`config.mk`:
```
export PLATFORM = sky130hd
export DESIGN_NAME = dwcc_ctrl
export DESIGN_NICKNAME = d
export VERILOG_FILES = /design/src/hdl/dwcc_pkg.sv /design/src/hdl/dwcc_ctrl.sv
export SDC_FILE = /design/constraint.sdc
export NUM_CORES = 1
export LEC_CHECK = 0
export BUFFER_PORTS_ARGS = -buffer_cell sky130_fd_sc_hd__buf_2
export CORE_AREA = 4 4 41 43
export CTS_BUF_LIST = sky130_fd_sc_hd__clkbuf_4 sky130_fd_sc_hd__clkbuf_8
export DETAILED_ROUTE_END_ITERATION = 12
export DIE_AREA = 0 0 45 47
export MAX_ROUTING_LAYER = met4
export PLACE_DENSITY = 0.45
export SKIP_CTS_REPAIR_TIMING = 1
export SLEW_MARGIN = 20
export SYNTH_ARGS = -nofsm -noshare
export SYNTH_HDL_FRONTEND = slang
export SYNTH_SLANG_ARGS = --single-unit
```
`constraint.sdc`:
```
create_clock -name clk_i -period 3.1 [get_ports clk_i]
set_input_delay 0.155 -clock clk_i [delete_from_list [all_inputs] [get_ports clk_i]]
set_output_delay 0.155 -clock clk_i [all_outputs]
set_load 0.01 [all_outputs]
```
`src/hdl/dwcc_pkg.sv`:
```
// dwcc_pkg: shared constants, types and register map of the distance window
// credibility check. No dependencies; imported by every module of the block.
package dwcc_pkg;

  // Window store depth and derived widths
  localparam int WINDOW_DEPTH = 128;
  localparam int PTR_W        = $clog2(WINDOW_DEPTH);
  localparam int CNT_W        = $clog2(WINDOW_DEPTH + 1);
  localparam int COV_SUM_W    = 16 + PTR_W;
  localparam int PROD_W       = 16 + CNT_W;
  localparam int DIST_W       = 24;
  localparam logic [DIST_W-1:0] DIST_MAX = {DIST_W{1'b1}};

  // APB port
  localparam int ADDR_W = 5;
  localparam int DATA_W = 32;

  // Register reset values
  localparam logic [15:0] WINDOW_LENGTH_RST = 16'd768;   // 3.0 in Q8.8
  localparam logic [7:0]  MIN_POINTS_RST    = 8'd40;
  localparam logic [7:0]  REINIT_LIMIT_RST  = 8'd3;
  localparam logic [15:0] COV_LIMIT_RST     = 16'd2458;  // 0.6 in Q4.12

  typedef enum logic [2:0] {
    REG_WINDOW_LENGTH = 3'd0,
    REG_MIN_POINTS    = 3'd1,
    REG_REINIT_LIMIT  = 3'd2,
    REG_COV_X_LIMIT   = 3'd3,
    REG_COV_Y_LIMIT   = 3'd4
  } reg_idx_e;

  typedef struct packed {
    logic [15:0] window_length;
    logic [7:0]  min_points;
    logic [7:0]  reinit_limit;
    logic [15:0] cov_x_limit;
    logic [15:0] cov_y_limit;
  } cfg_t;

  typedef struct packed {
    logic [15:0] step_dist;
    logic [15:0] cov_x;
    logic [15:0] cov_y;
    logic        mark;
  } entry_t;

  // Controller -> datapath
  typedef struct packed {
    logic load;     // take the input word, add its distance
    logic pop;      // evict the oldest point
    logic ct_upd;   // eviction-loop pop: count under test follows held count
    logic append;   // write the new point at the tail
    logic prod;     // form limit * count products
    logic result;   // load the output register
  } dp_cmd_t;

  // Datapath -> controller
  typedef struct packed {
    logic full;
    logic loop_go;
  } dp_status_t;

endpackage

```
`src/hdl/dwcc_ctrl.sv`:
```
// dwcc_ctrl: sequencer of the credibility check; owns the handshakes and
// drives the datapath. Depends on dwcc_pkg (dp_cmd_t, dp_status_t).
module dwcc_ctrl
  import dwcc_pkg::*;
(
  input  logic       clk_i,
  input  logic       rst_ni,
  input  logic       in_valid_i,
  output logic       in_ready_o,
  output logic       out_valid_o,
  input  logic       out_ready_i,
  input  dp_status_t status_i,
  output dp_cmd_t    cmd_o
);

  typedef enum logic [2:0] {
    S_IDLE,
    S_FULL_POP,
    S_APPEND,
    S_CHECK,
    S_PROD,
    S_RESULT
  } state_e;

  state_e state_q;
  logic   out_valid_q;
  logic   out_free;

  assign out_free    = !out_valid_q || out_ready_i;
  assign in_ready_o  = (state_q == S_IDLE);
  assign out_valid_o = out_valid_q;

  always_comb begin
    cmd_o        = '0;
    cmd_o.load   = (state_q == S_IDLE) && in_valid_i;
    cmd_o.pop    = (state_q == S_FULL_POP) || ((state_q == S_CHECK) && status_i.loop_go);
    cmd_o.ct_upd = (state_q == S_CHECK) && status_i.loop_go;
    cmd_o.append = (state_q == S_APPEND);
    cmd_o.prod   = (state_q == S_PROD);
    cmd_o.result = (state_q == S_RESULT) && out_free;
  end

  always_ff @(posedge clk_i or negedge rst_ni) begin
    if (!rst_ni) begin
      state_q     <= S_IDLE;
      out_valid_q <= 1'b0;
    end else begin
      if (cmd_o.result) begin
        out_valid_q <= 1'b1;
      end else if (out_ready_i) begin
        out_valid_q <= 1'b0;
      end
      case (state_q)
        S_IDLE: begin
          if (in_valid_i) begin
            state_q <= status_i.full ? S_FULL_POP : S_APPEND;
          end
        end
        S_FULL_POP: state_q <= S_APPEND;
        S_APPEND:   state_q <= S_CHECK;
        S_CHECK: begin
          if (!status_i.loop_go) begin
            state_q <= S_PROD;
          end
        end
        S_PROD:     state_q <= S_RESULT;
        S_RESULT: begin
          if (out_free) begin
            state_q <= S_IDLE;
          end
        end
        default:    state_q <= S_IDLE;
      endcase
    end
  end

`ifndef SYNTHESIS
  // a word is taken only between results, never while the window is being updated
  a_load_idle: assert property (@(posedge clk_i) disable iff (!rst_ni)
    cmd_o.load |=> (state_q == S_FULL_POP || state_q == S_APPEND))
    else $error("load did not start an update");
`endif

endmodule

```
==> impl_metrics.tcl <==
set metrics [dict create \
    coreArea_um2 1300 \
    drv_cap 0 \
    crit_path_max_fanout 10 \
    yosys_warnings 0 \
    port-buffer-count 13 \
    synth_flop_cell "dfrtp_1" \
    status "completed" \
    antennaDiodeCount 0 \
    powerDensity_nw_per_um2 933 \
    grt_antenna_before_repair 0 \
    rsz0062_at_grt "false" \
    syn-num-nets 35 \
    globalRouteMet1Util_pct 8.97 \
    grt_pass1_vias 237 \
    use_met3_pct 6.13 \
    min_path_type "input port to flop" \
    initial_utilization_pct 21.5 \
    fmax_ghz 0.674 \
    avgSynthCellArea_um2 9.66 \
    drtPass1Iterations 2 \
    synth_cells 29 \
    final_cells 59 \
    setup_tns_ps 0 \
    io_pins 14 \
    seq_area_um2 100 \
    cts_max_path_buffers 2 \
    dp.cells 55 \
    final_common_cell "buf_2" \
    syn2layout_area_growth_pct 33.5 \
    ir_drop_v 0.000363 \
    period_needed_ps 1480 \
    cts_buffers 3 \
    synth-seq-area-share_pct 35.7 \
    worst_slew_pin_slew_ps 392 \
    drc 0 \
    cts-htree-levels 1 \
    dp_hpwl_um 466 \
    dieArea_um2 2120 \
    final_cell_mix "buf_2, nor2b_1, dfrtp_1, clkbuf_4" \
    top_usage_layer "met1" \
    async_flop_share_pct 100 \
    synth_edf_count 0 \
    grt_overflow 0 \
    final_core_util_pct 28.7 \
    finalWorstSetupSlack_ps 1620 \
    die_h_um 47 \
    drt_iter0_drc 3 \
    fin_nets 52 \
    start_kind "flop" \
    grtUsageMet2_pct 8.76 \
    grt_pass1_wl_mm 1.04 \
    rows 13 \
    clk_pin_slew_ps 40 \
    clkLatencyLatePin_ps 240 \
    period_share_pct 47.9 \
    grt_usage_pct 8.03 \
    clock_sinks 4 \
    grt_start_max_net_pins 11 \
    finalHoldViolations 0 \
    path_cells "nor2b_1, and3_1, buf_2" \
    viasPerCell 4.51 \
    cp.required_ps 2940 \
    cp_slowest_cell "dfrtp_1" \
    synthDistinctLibCells 19 \
    ys_ff_latch 4 \
    drive_gt1_share_pct 45.5 \
    dieWidth_um 45 \
    cts.root.buffer_cell "clkbuf_4" \
    postRouteAntennaNets 0 \
    cts_tree "built" \
    clock_skew_ps 5.07 \
    critPathMaxStageDelay_ps 570 \
    gp_congestion 0.748 \
    criticalPathCategory "flop to output pin" \
    netlist_area_um2 280 \
    wl_um 621 \
    multiInputGateArea_um2 154 \
    slew_headroom_pct 73.9 \
    worst_setup_path_end_kind "output pin" \
    finalSetupViolCount 0 \
    crit_arrival_ps 1330 \
    pre_cts_slack_ps 1850 \
    p_leak_uw 0.000194 \
    fillers 153 \
    wl_per_cell_um 10.5 \
    maxSlewViolCount 0 \
    dr_total_vias 266 \
]
## cells in the mapped netlist, types with 2 or more instances
cell	number	area [um2]
a21oi_1	2	10.0
buf_6	2	22.5
dfrtp_1	4	100
nand2b_1	2	12.5
nor2b_1	4	25.0
nor3_1	2	10.0
## flip-flops by register name, summed over array words and instances (netlist names)
signal       cells
out_valid_o      1
state_q          3
## worst paths after layout
kind	startpoint	endpoint	slack (ps)	cells past startpoint
worst max-delay path	state_q[0]	cmd_o[3]	1620	3
worst min-delay path	out_ready_i	out_valid_o	210	3
worst max register to register	state_q[0]	state_q[0]	1920	4
worst min register to register	out_valid_o	out_valid_o	510	2
max in group asynchronous	rst_ni	state_q[2]	2730	2
min in group asynchronous	rst_ni	state_q[1]	250	2
## layer usage
layer	up-vias	wire, um
li1	135	-
met1	113	299
met2	16	229
met3	2	72
met4	0	19
met5	-	0
## cells by family after synthesis
family / Yosys count / synth area share, %
AND/OR/NAND/NOR: 16 / 38.4
buffers and inverters: 3 / 9.37
flip-flops: 4 / 35.7
AO/OA/AOI/OAI: 6 / 16.5
## per-stage QoR
step / instance area, um2 / power [uW] / hold slack, ps
global placement: 342 / 287 / -35.8
CTS: 364 / 353 / -296
finish: 374 / 349 / 214
global route: 374 / 386 / 244
floorplan: 280 / 255 / -141
detailed placement: 342 / 285 / -38.2
## critical path: cells and delay by family (launching register included)
kind | cells | cell delay, ps
flops | 1 | 570
simple gates | 2 | 400
buf+inv | 1 | 120
## power breakdown
part           internal (uW)  total (uW)  switching (uW)  leakage, uW
clock                   43.4        66.5            23.1    0.0000138
combinational           85.4         159            73.5     0.000129
sequential              72.5         124            51.1    0.0000506
## cell type report
| cell class | count | area share, % |
|---|---|---|
| multi-input combinational | 22 | 41.1 |
| sequential | 4 | 26.8 |
| timing repair buffer | 14 | 20.1 |
| clock buffer | 3 | 6.02 |
| tap | 15 | 5.02 |
| inverter | 1 | 1.00 |
No activity file was read; power rests on OpenSTA's default activity.
