--- config.mk ---
export PLATFORM = sky130hd
export DESIGN_NAME = dwcc_regs
export DESIGN_NICKNAME = d
export VERILOG_FILES = /design/src/hdl/dwcc_pkg.sv /design/src/hdl/dwcc_regs.sv
export SDC_FILE = /design/constraint.sdc
export NUM_CORES = 1
export LEC_CHECK = 0
export ABC_AREA = 1
export BUFFER_PORTS_ARGS = -buffer_cell sky130_fd_sc_hd__buf_2
export CAP_MARGIN = 20
export CELL_PAD_IN_SITES_DETAIL_PLACEMENT = 0
export CELL_PAD_IN_SITES_GLOBAL_PLACEMENT = 1
export CORE_UTILIZATION = 34
export CTS_CLUSTER_SIZE = 16
export DETAILED_ROUTE_END_ITERATION = 7
export GPL_TIMING_DRIVEN = 0
export PLACE_DENSITY = 0.79
export SETUP_SLACK_MARGIN = 0.15
export SLEW_MARGIN = 30
export SYNTH_ARGS = -nofsm -noshare
export SYNTH_HDL_FRONTEND = slang
export SYNTH_SLANG_ARGS = --single-unit
--- constraint.sdc ---
create_clock -name clk_i -period 1.1 [get_ports clk_i]
set_clock_uncertainty 0.2 [all_clocks]
set_input_delay 0.055 -clock clk_i [delete_from_list [all_inputs] [get_ports clk_i]]
set_output_delay 0.055 -clock clk_i [all_outputs]
set_load 0.1 [all_outputs]
--- src/hdl/dwcc_pkg.sv ---
// dwcc_pkg: shared constants, types and register map of the distance window
// credibility check. No dependencies; imported by every module of the block.
package dwcc_pkg;

  // Window store depth and derived widths
  localparam int WINDOW_DEPTH = 128;
  localparam int PTR_W        = $clog2(WINDOW_DEPTH);
  localparam int CNT_W        = $clog2(WINDOW_DEPTH + 1);
  localparam int COV_SUM_W    = 16 + PTR_W;
  localparam int PROD_W       = 16 + CNT_W;
  localparam int DIST_W       = 24;
  localparam logic [DIST_W-1:0] DIST_MAX = {DIST_W{1'b1}};

  // APB port
  localparam int ADDR_W = 5;
  localparam int DATA_W = 32;

  // Register reset values
  localparam logic [15:0] WINDOW_LENGTH_RST = 16'd768;   // 3.0 in Q8.8
  localparam logic [7:0]  MIN_POINTS_RST    = 8'd40;
  localparam logic [7:0]  REINIT_LIMIT_RST  = 8'd3;
  localparam logic [15:0] COV_LIMIT_RST     = 16'd2458;  // 0.6 in Q4.12

  typedef enum logic [2:0] {
    REG_WINDOW_LENGTH = 3'd0,
    REG_MIN_POINTS    = 3'd1,
    REG_REINIT_LIMIT  = 3'd2,
    REG_COV_X_LIMIT   = 3'd3,
    REG_COV_Y_LIMIT   = 3'd4
  } reg_idx_e;

  typedef struct packed {
    logic [15:0] window_length;
    logic [7:0]  min_points;
    logic [7:0]  reinit_limit;
    logic [15:0] cov_x_limit;
    logic [15:0] cov_y_limit;
  } cfg_t;

  typedef struct packed {
    logic [15:0] step_dist;
    logic [15:0] cov_x;
    logic [15:0] cov_y;
    logic        mark;
  } entry_t;

  // Controller -> datapath
  typedef struct packed {
    logic load;     // take the input word, add its distance
    logic pop;      // evict the oldest point
    logic ct_upd;   // eviction-loop pop: count under test follows held count
    logic append;   // write the new point at the tail
    logic prod;     // form limit * count products
    logic result;   // load the output register
  } dp_cmd_t;

  // Datapath -> controller
  typedef struct packed {
    logic full;
    logic loop_go;
  } dp_status_t;

endpackage

--- src/hdl/dwcc_regs.sv ---
// dwcc_regs: APB configuration registers of the credibility check.
// Depends on dwcc_pkg (register map, reset values, cfg_t).
module dwcc_regs
  import dwcc_pkg::*;
(
  input  logic              clk_i,
  input  logic              rst_ni,
  input  logic              psel,
  input  logic              penable,
  input  logic              pwrite,
  input  logic [ADDR_W-1:0] paddr,
  input  logic [DATA_W-1:0] pwdata,
  output logic [DATA_W-1:0] prdata,
  output logic              pready,
  output cfg_t              cfg_o
);

  cfg_t     cfg_q;
  reg_idx_e idx;

  assign idx    = reg_idx_e'(paddr[ADDR_W-1:2]);
  assign pready = 1'b1;
  assign cfg_o  = cfg_q;

  always_ff @(posedge clk_i or negedge rst_ni) begin
    if (!rst_ni) begin
      cfg_q.window_length <= WINDOW_LENGTH_RST;
      cfg_q.min_points    <= MIN_POINTS_RST;
      cfg_q.reinit_limit  <= REINIT_LIMIT_RST;
      cfg_q.cov_x_limit   <= COV_LIMIT_RST;
      cfg_q.cov_y_limit   <= COV_LIMIT_RST;
    end else if (psel && penable && pwrite && pready) begin
      case (idx)
        REG_WINDOW_LENGTH: cfg_q.window_length <= pwdata[15:0];
        REG_MIN_POINTS:    cfg_q.min_points    <= pwdata[7:0];
        REG_REINIT_LIMIT:  cfg_q.reinit_limit  <= pwdata[7:0];
        REG_COV_X_LIMIT:   cfg_q.cov_x_limit   <= pwdata[15:0];
        REG_COV_Y_LIMIT:   cfg_q.cov_y_limit   <= pwdata[15:0];
        default: ;
      endcase
    end
  end

  always_comb begin
    prdata = '0;
    case (idx)
      REG_WINDOW_LENGTH: prdata = DATA_W'(cfg_q.window_length);
      REG_MIN_POINTS:    prdata = DATA_W'(cfg_q.min_points);
      REG_REINIT_LIMIT:  prdata = DATA_W'(cfg_q.reinit_limit);
      REG_COV_X_LIMIT:   prdata = DATA_W'(cfg_q.cov_x_limit);
      REG_COV_Y_LIMIT:   prdata = DATA_W'(cfg_q.cov_y_limit);
      default:           prdata = '0;
    endcase
  end

endmodule

==> out/results.env <==
RUN_STATUS='finished, violations left'
VIOLATIONS_IN_THE_FINAL_REPORTS='hold timing, setup timing'
SYNTH-SEQ-CELLS=64
POWER_mW=14.88
SHARE_OF_CELLS_ABOVE_DRIVE_STRENGTH_1=0.6687
ARRIVAL_NS=1.51
FINAL-SETUP-VIOL-COUNT=93
WORST_PATH_MAX_DELAY_CELL='sky130_fd_sc_hd__dfstp_4'
TIMING.SETUP.CRITICAL_PATH_CLASS='flip-flop to output pin'
CLKSINKCOUNT=64
ROUTED-VIA-COUNT=3908
FINALCOREUTILIZATION=0.8148
GRT_PASS1_WL_UM=19580
REQUIRED_TIME_OF_THE_WORST_SETUP_PATH_NS=0.84
CLOCK_PATH_BUFFERS=2
SYNTH_ASYNC_SR_FLOP_SHARE=1.000
SYNTH_TOP_AREA_CELL='sky130_fd_sc_hd__dfrtp_1'
PATH_MAX_FANOUT=2
TIMING.HOLD.WORST.CLASS='input pin to async pin'
INITIAL_CORE_UTIL=0.3539
MAX-CAP-VIOLATIONS=0
PATH_CLK_SLEW_NS=0.08
NUMBER_OF_CELL_ROWS=35
DIE-HEIGHT_UM=100.5
POWER_DENSITY_nW_PER_UM2=1958
DESIGN.PORTCOUNT=139
SYNTH.YOSYS.SEQ_AREA_SHARE=0.4920
RSZ0062_AT_GRT='yes'
CLOCK.FMAX_MHz=567.1
DETAILEDROUTE.FIRSTITERATIONVIOLATIONS=190
CLK_LATENCY_NS=0.36
END_KIND='output pin'
DRT_DRC_VIOLATIONS_LEFT=0
CRIT_PATH_SETUP_SLACK_LAYOUT_NS=-0.6634
YOSYS_MOST_USED_DFF='sky130_fd_sc_hd__dfrtp_1'
SYNTH_EDF_COUNT=0
CRITICAL_PATH.MAX_STAGE_DELAY_NS=0.63
POST_DRT_VIA_CELL_RATIO=4.947
ALL_LAYER_GLOBAL_ROUTING_USAGE=0.2575
COMMONEST_CELLS_IN_THE_NETLIST='180 x sky130_fd_sc_hd__nand2_1, 62 x sky130_fd_sc_hd__o21ai_0, 46 x sky130_fd_sc_hd__dfrtp_1'
DRT.ANTENNA.VIOLATING_NETS=0
MAX_REG_FLOPS=64
PIN_COUNT_OF_THE_BIGGEST_NET_ENTERING_GLOBAL_ROUTING=37
COUNT_OF_BUFFERS_INSERTED_AT_THE_TOP_LEVEL_PORTS=102
DRT-TOTAL-WL_UM=14040
DR.PASS1.ITERS=5
GP_CONGESTION=0.7843
DP_HPWL_UM=7779
PLACED_CELL_AREA_UM2=4667
FINALWORSTPATHREQUIREDPERIOD_NS=1.763
INSERTED_CLOCK_BUFFERS=9
SETUP.WORST_PATH.START_CLASS='flip-flop'
FINAL_AREA_UM2=7600
SYN-INSTANCE-COUNT=417
TIMING_HOLD_VIOLATIONS_FINAL=72
WHS_NS=-0.5820
MAPPEDNETLISTAREA_UM2=3301
AREA_OF_THE_DIE_UM2=10110
FLOORPLAN.DIE.WIDTH_UM=100.5
POWER.LEAKAGE_nW=3.568
YOSYS-TOP-CELLS-AREA='sky130_fd_sc_hd__dfrtp_1 35%, sky130_fd_sc_hd__nand2_1 20%, sky130_fd_sc_hd__dfstp_2 14%'
REMAINING_GLOBAL_ROUTE_OVERFLOW=0
SYN_TO_FINAL_GROWTH_PCT=130.3
WIRE_PER_INST_UM=17.77
TRITONCTS='yes'
VIA_COUNT_OF_THE_FIRST_GLOBAL_ROUTING_PASS=3842
INSERTEDDIODECOUNT=0
YOSYSWARNINGCOUNT=0
COREAREA_UM2=9328
YS_TYPES=20
TIMING.FINAL.CRIT_SHARE=1.603
CTS.HTREE.LEVELS=3
GRT_ANTENNA_BEFORE_REPAIR=0
PEAKVDDDROP_uV=1308
POST_SYNTH.CELL_AREA_AVG_UM2=7.915
FINALMAXSLEWVIOLATIONS=0
NFILLCELLS=513
PATH_CELLS='nand4_1 > nand2_1 > nor2_2 > nand2_4 > buf_12'
POSTCTSHOLDBUFS=16
CTS-ROOT-BUF='sky130_fd_sc_hd__clkbuf_8'
FINAL_NETS=698
SYNTH_MOST_COMMON_CELL='sky130_fd_sc_hd__nand2_1'
SYNTHDOMINANTCELLAREASHARE=0.3487
==> power breakdown <==
group / switching [mW] / leakage [nW] / internal, mW
Sequential: 0.581 / 0.727 / 3.18
Combinational: 5.53 / 2.74 / 3.41
Clock: 1.02 / 0.101 / 1.16
==> per-stage QoR <==
stage	instances	setup TNS (ns)	hold slack, ns	setup WS [ns]
3_5_place_dp	664	-30.82	-0.1868	-0.8867
3_3_place_gp	663	-66.77	0.08407	-0.8797
6_report	790	-29.25	-0.5820	-0.6634
2_1_floorplan	432	-6.877	-0.4406	-0.4102
4_1_cts	721	-23.36	-0.5564	-0.6163
5_1_grt	790	-31.20	-0.5511	-0.7103
==> kinds of logic after synthesis <==
family / synth area share
simple gates: 0.3264
compound gates: 0.09856
flops: 0.4920
buf+inv: 0.08074
other cells: 0.002275
==> final timing paths <==
| kind | endpoint | slack [ns] | startpoint | cells after the start |
|---|---|---|---|---|
| worst min register to register | cfg_o[21] | 0.36 | cfg_o[21] | 2 |
| worst min-delay path | cfg_o[35] | -0.58 | rst_ni | 1 |
| worst max register to register | cfg_o[17] | -0.17 | cfg_o[17] | 5 |
| min in group clk_i | cfg_o[45] | -0.13 | paddr[2] | 4 |
| worst max-delay path | prdata[3] | -0.66 | cfg_o[19] | 5 |
| max in group asynchronous | cfg_o[24] | 0.67 | rst_ni | 2 |
==> timing repair <==
item,4_1_cts,5_1_grt
pin swaps,36,55
resized for setup,363,132
setup endpoints to repair,134,144
setup buffers,24,68
hold endpoints to repair,121,68
gates cloned,1,1
==> placed cells by master, fill, tap and decap left out <==
| cell | instances |
|---|---|
| sky130_fd_sc_hd__buf_12 | 90 |
| sky130_fd_sc_hd__buf_2 | 21 |
| sky130_fd_sc_hd__buf_4 | 44 |
| sky130_fd_sc_hd__buf_6 | 66 |
| sky130_fd_sc_hd__buf_8 | 3 |
| sky130_fd_sc_hd__bufinv_16 | 1 |
| sky130_fd_sc_hd__clkbuf_2 | 4 |
| sky130_fd_sc_hd__clkbuf_4 | 3 |
| sky130_fd_sc_hd__clkbuf_8 | 12 |
| sky130_fd_sc_hd__clkinv_2 | 2 |
| sky130_fd_sc_hd__clkinv_4 | 1 |
| sky130_fd_sc_hd__clkinvlp_4 | 4 |
| sky130_fd_sc_hd__conb_1 | 17 |
| sky130_fd_sc_hd__dfrtp_4 | 46 |
| sky130_fd_sc_hd__dfstp_4 | 18 |
| sky130_fd_sc_hd__dlygate4sd3_1 | 16 |
| sky130_fd_sc_hd__inv_1 | 3 |
| sky130_fd_sc_hd__inv_2 | 2 |
| sky130_fd_sc_hd__inv_6 | 1 |
| sky130_fd_sc_hd__nand2_1 | 136 |
| sky130_fd_sc_hd__nand2_2 | 22 |
| sky130_fd_sc_hd__nand2_4 | 22 |
| sky130_fd_sc_hd__nand2_8 | 3 |
| sky130_fd_sc_hd__nand3_1 | 15 |
| sky130_fd_sc_hd__nand3_2 | 9 |
| sky130_fd_sc_hd__nand3_4 | 10 |
| sky130_fd_sc_hd__nand4_1 | 8 |
| sky130_fd_sc_hd__nor2_1 | 1 |
| sky130_fd_sc_hd__nor2_2 | 4 |
| sky130_fd_sc_hd__nor2_4 | 10 |
| sky130_fd_sc_hd__nor2_8 | 2 |
| sky130_fd_sc_hd__o21ai_0 | 2 |
| sky130_fd_sc_hd__o21ai_1 | 21 |
| sky130_fd_sc_hd__o21ai_2 | 42 |
==> worst max-delay path, delay by kind of cell, from the launching register on <==
| family | cells | cell delay, ns |
|---|---|---|
| buffers and inverters | 1 | 0.17 |
| flip-flops | 1 | 0.63 |
| AND/OR/NAND/NOR | 4 | 0.35 |
==> final cells by class <==
cell class	count	area, µm²	share of cell area
Clock buffer	11	151.4	0.01992
Buffer	36	325.3	0.04281
Clock inverter	5	55.05	0.007244
Multi-Input combinational cell	324	2074	0.2730
Sequential cell	64	1864	0.2453
Tap cell	129	161.4	0.02124
Inverter	9	51.30	0.006750
Timing Repair Buffer	212	2917	0.3838
==> per-layer routing <==
metal  vias to the layer above  track usage  part of all wire
met5                         -            0                 0
met4                         0      0.09588             0.022
met3                        27      0.05548             0.055
met2                       162       0.4426              0.53
met1                      1914       0.3175              0.39
li1                       1805            -                 -
Note: power is estimated with default switching activity, not from simulation.
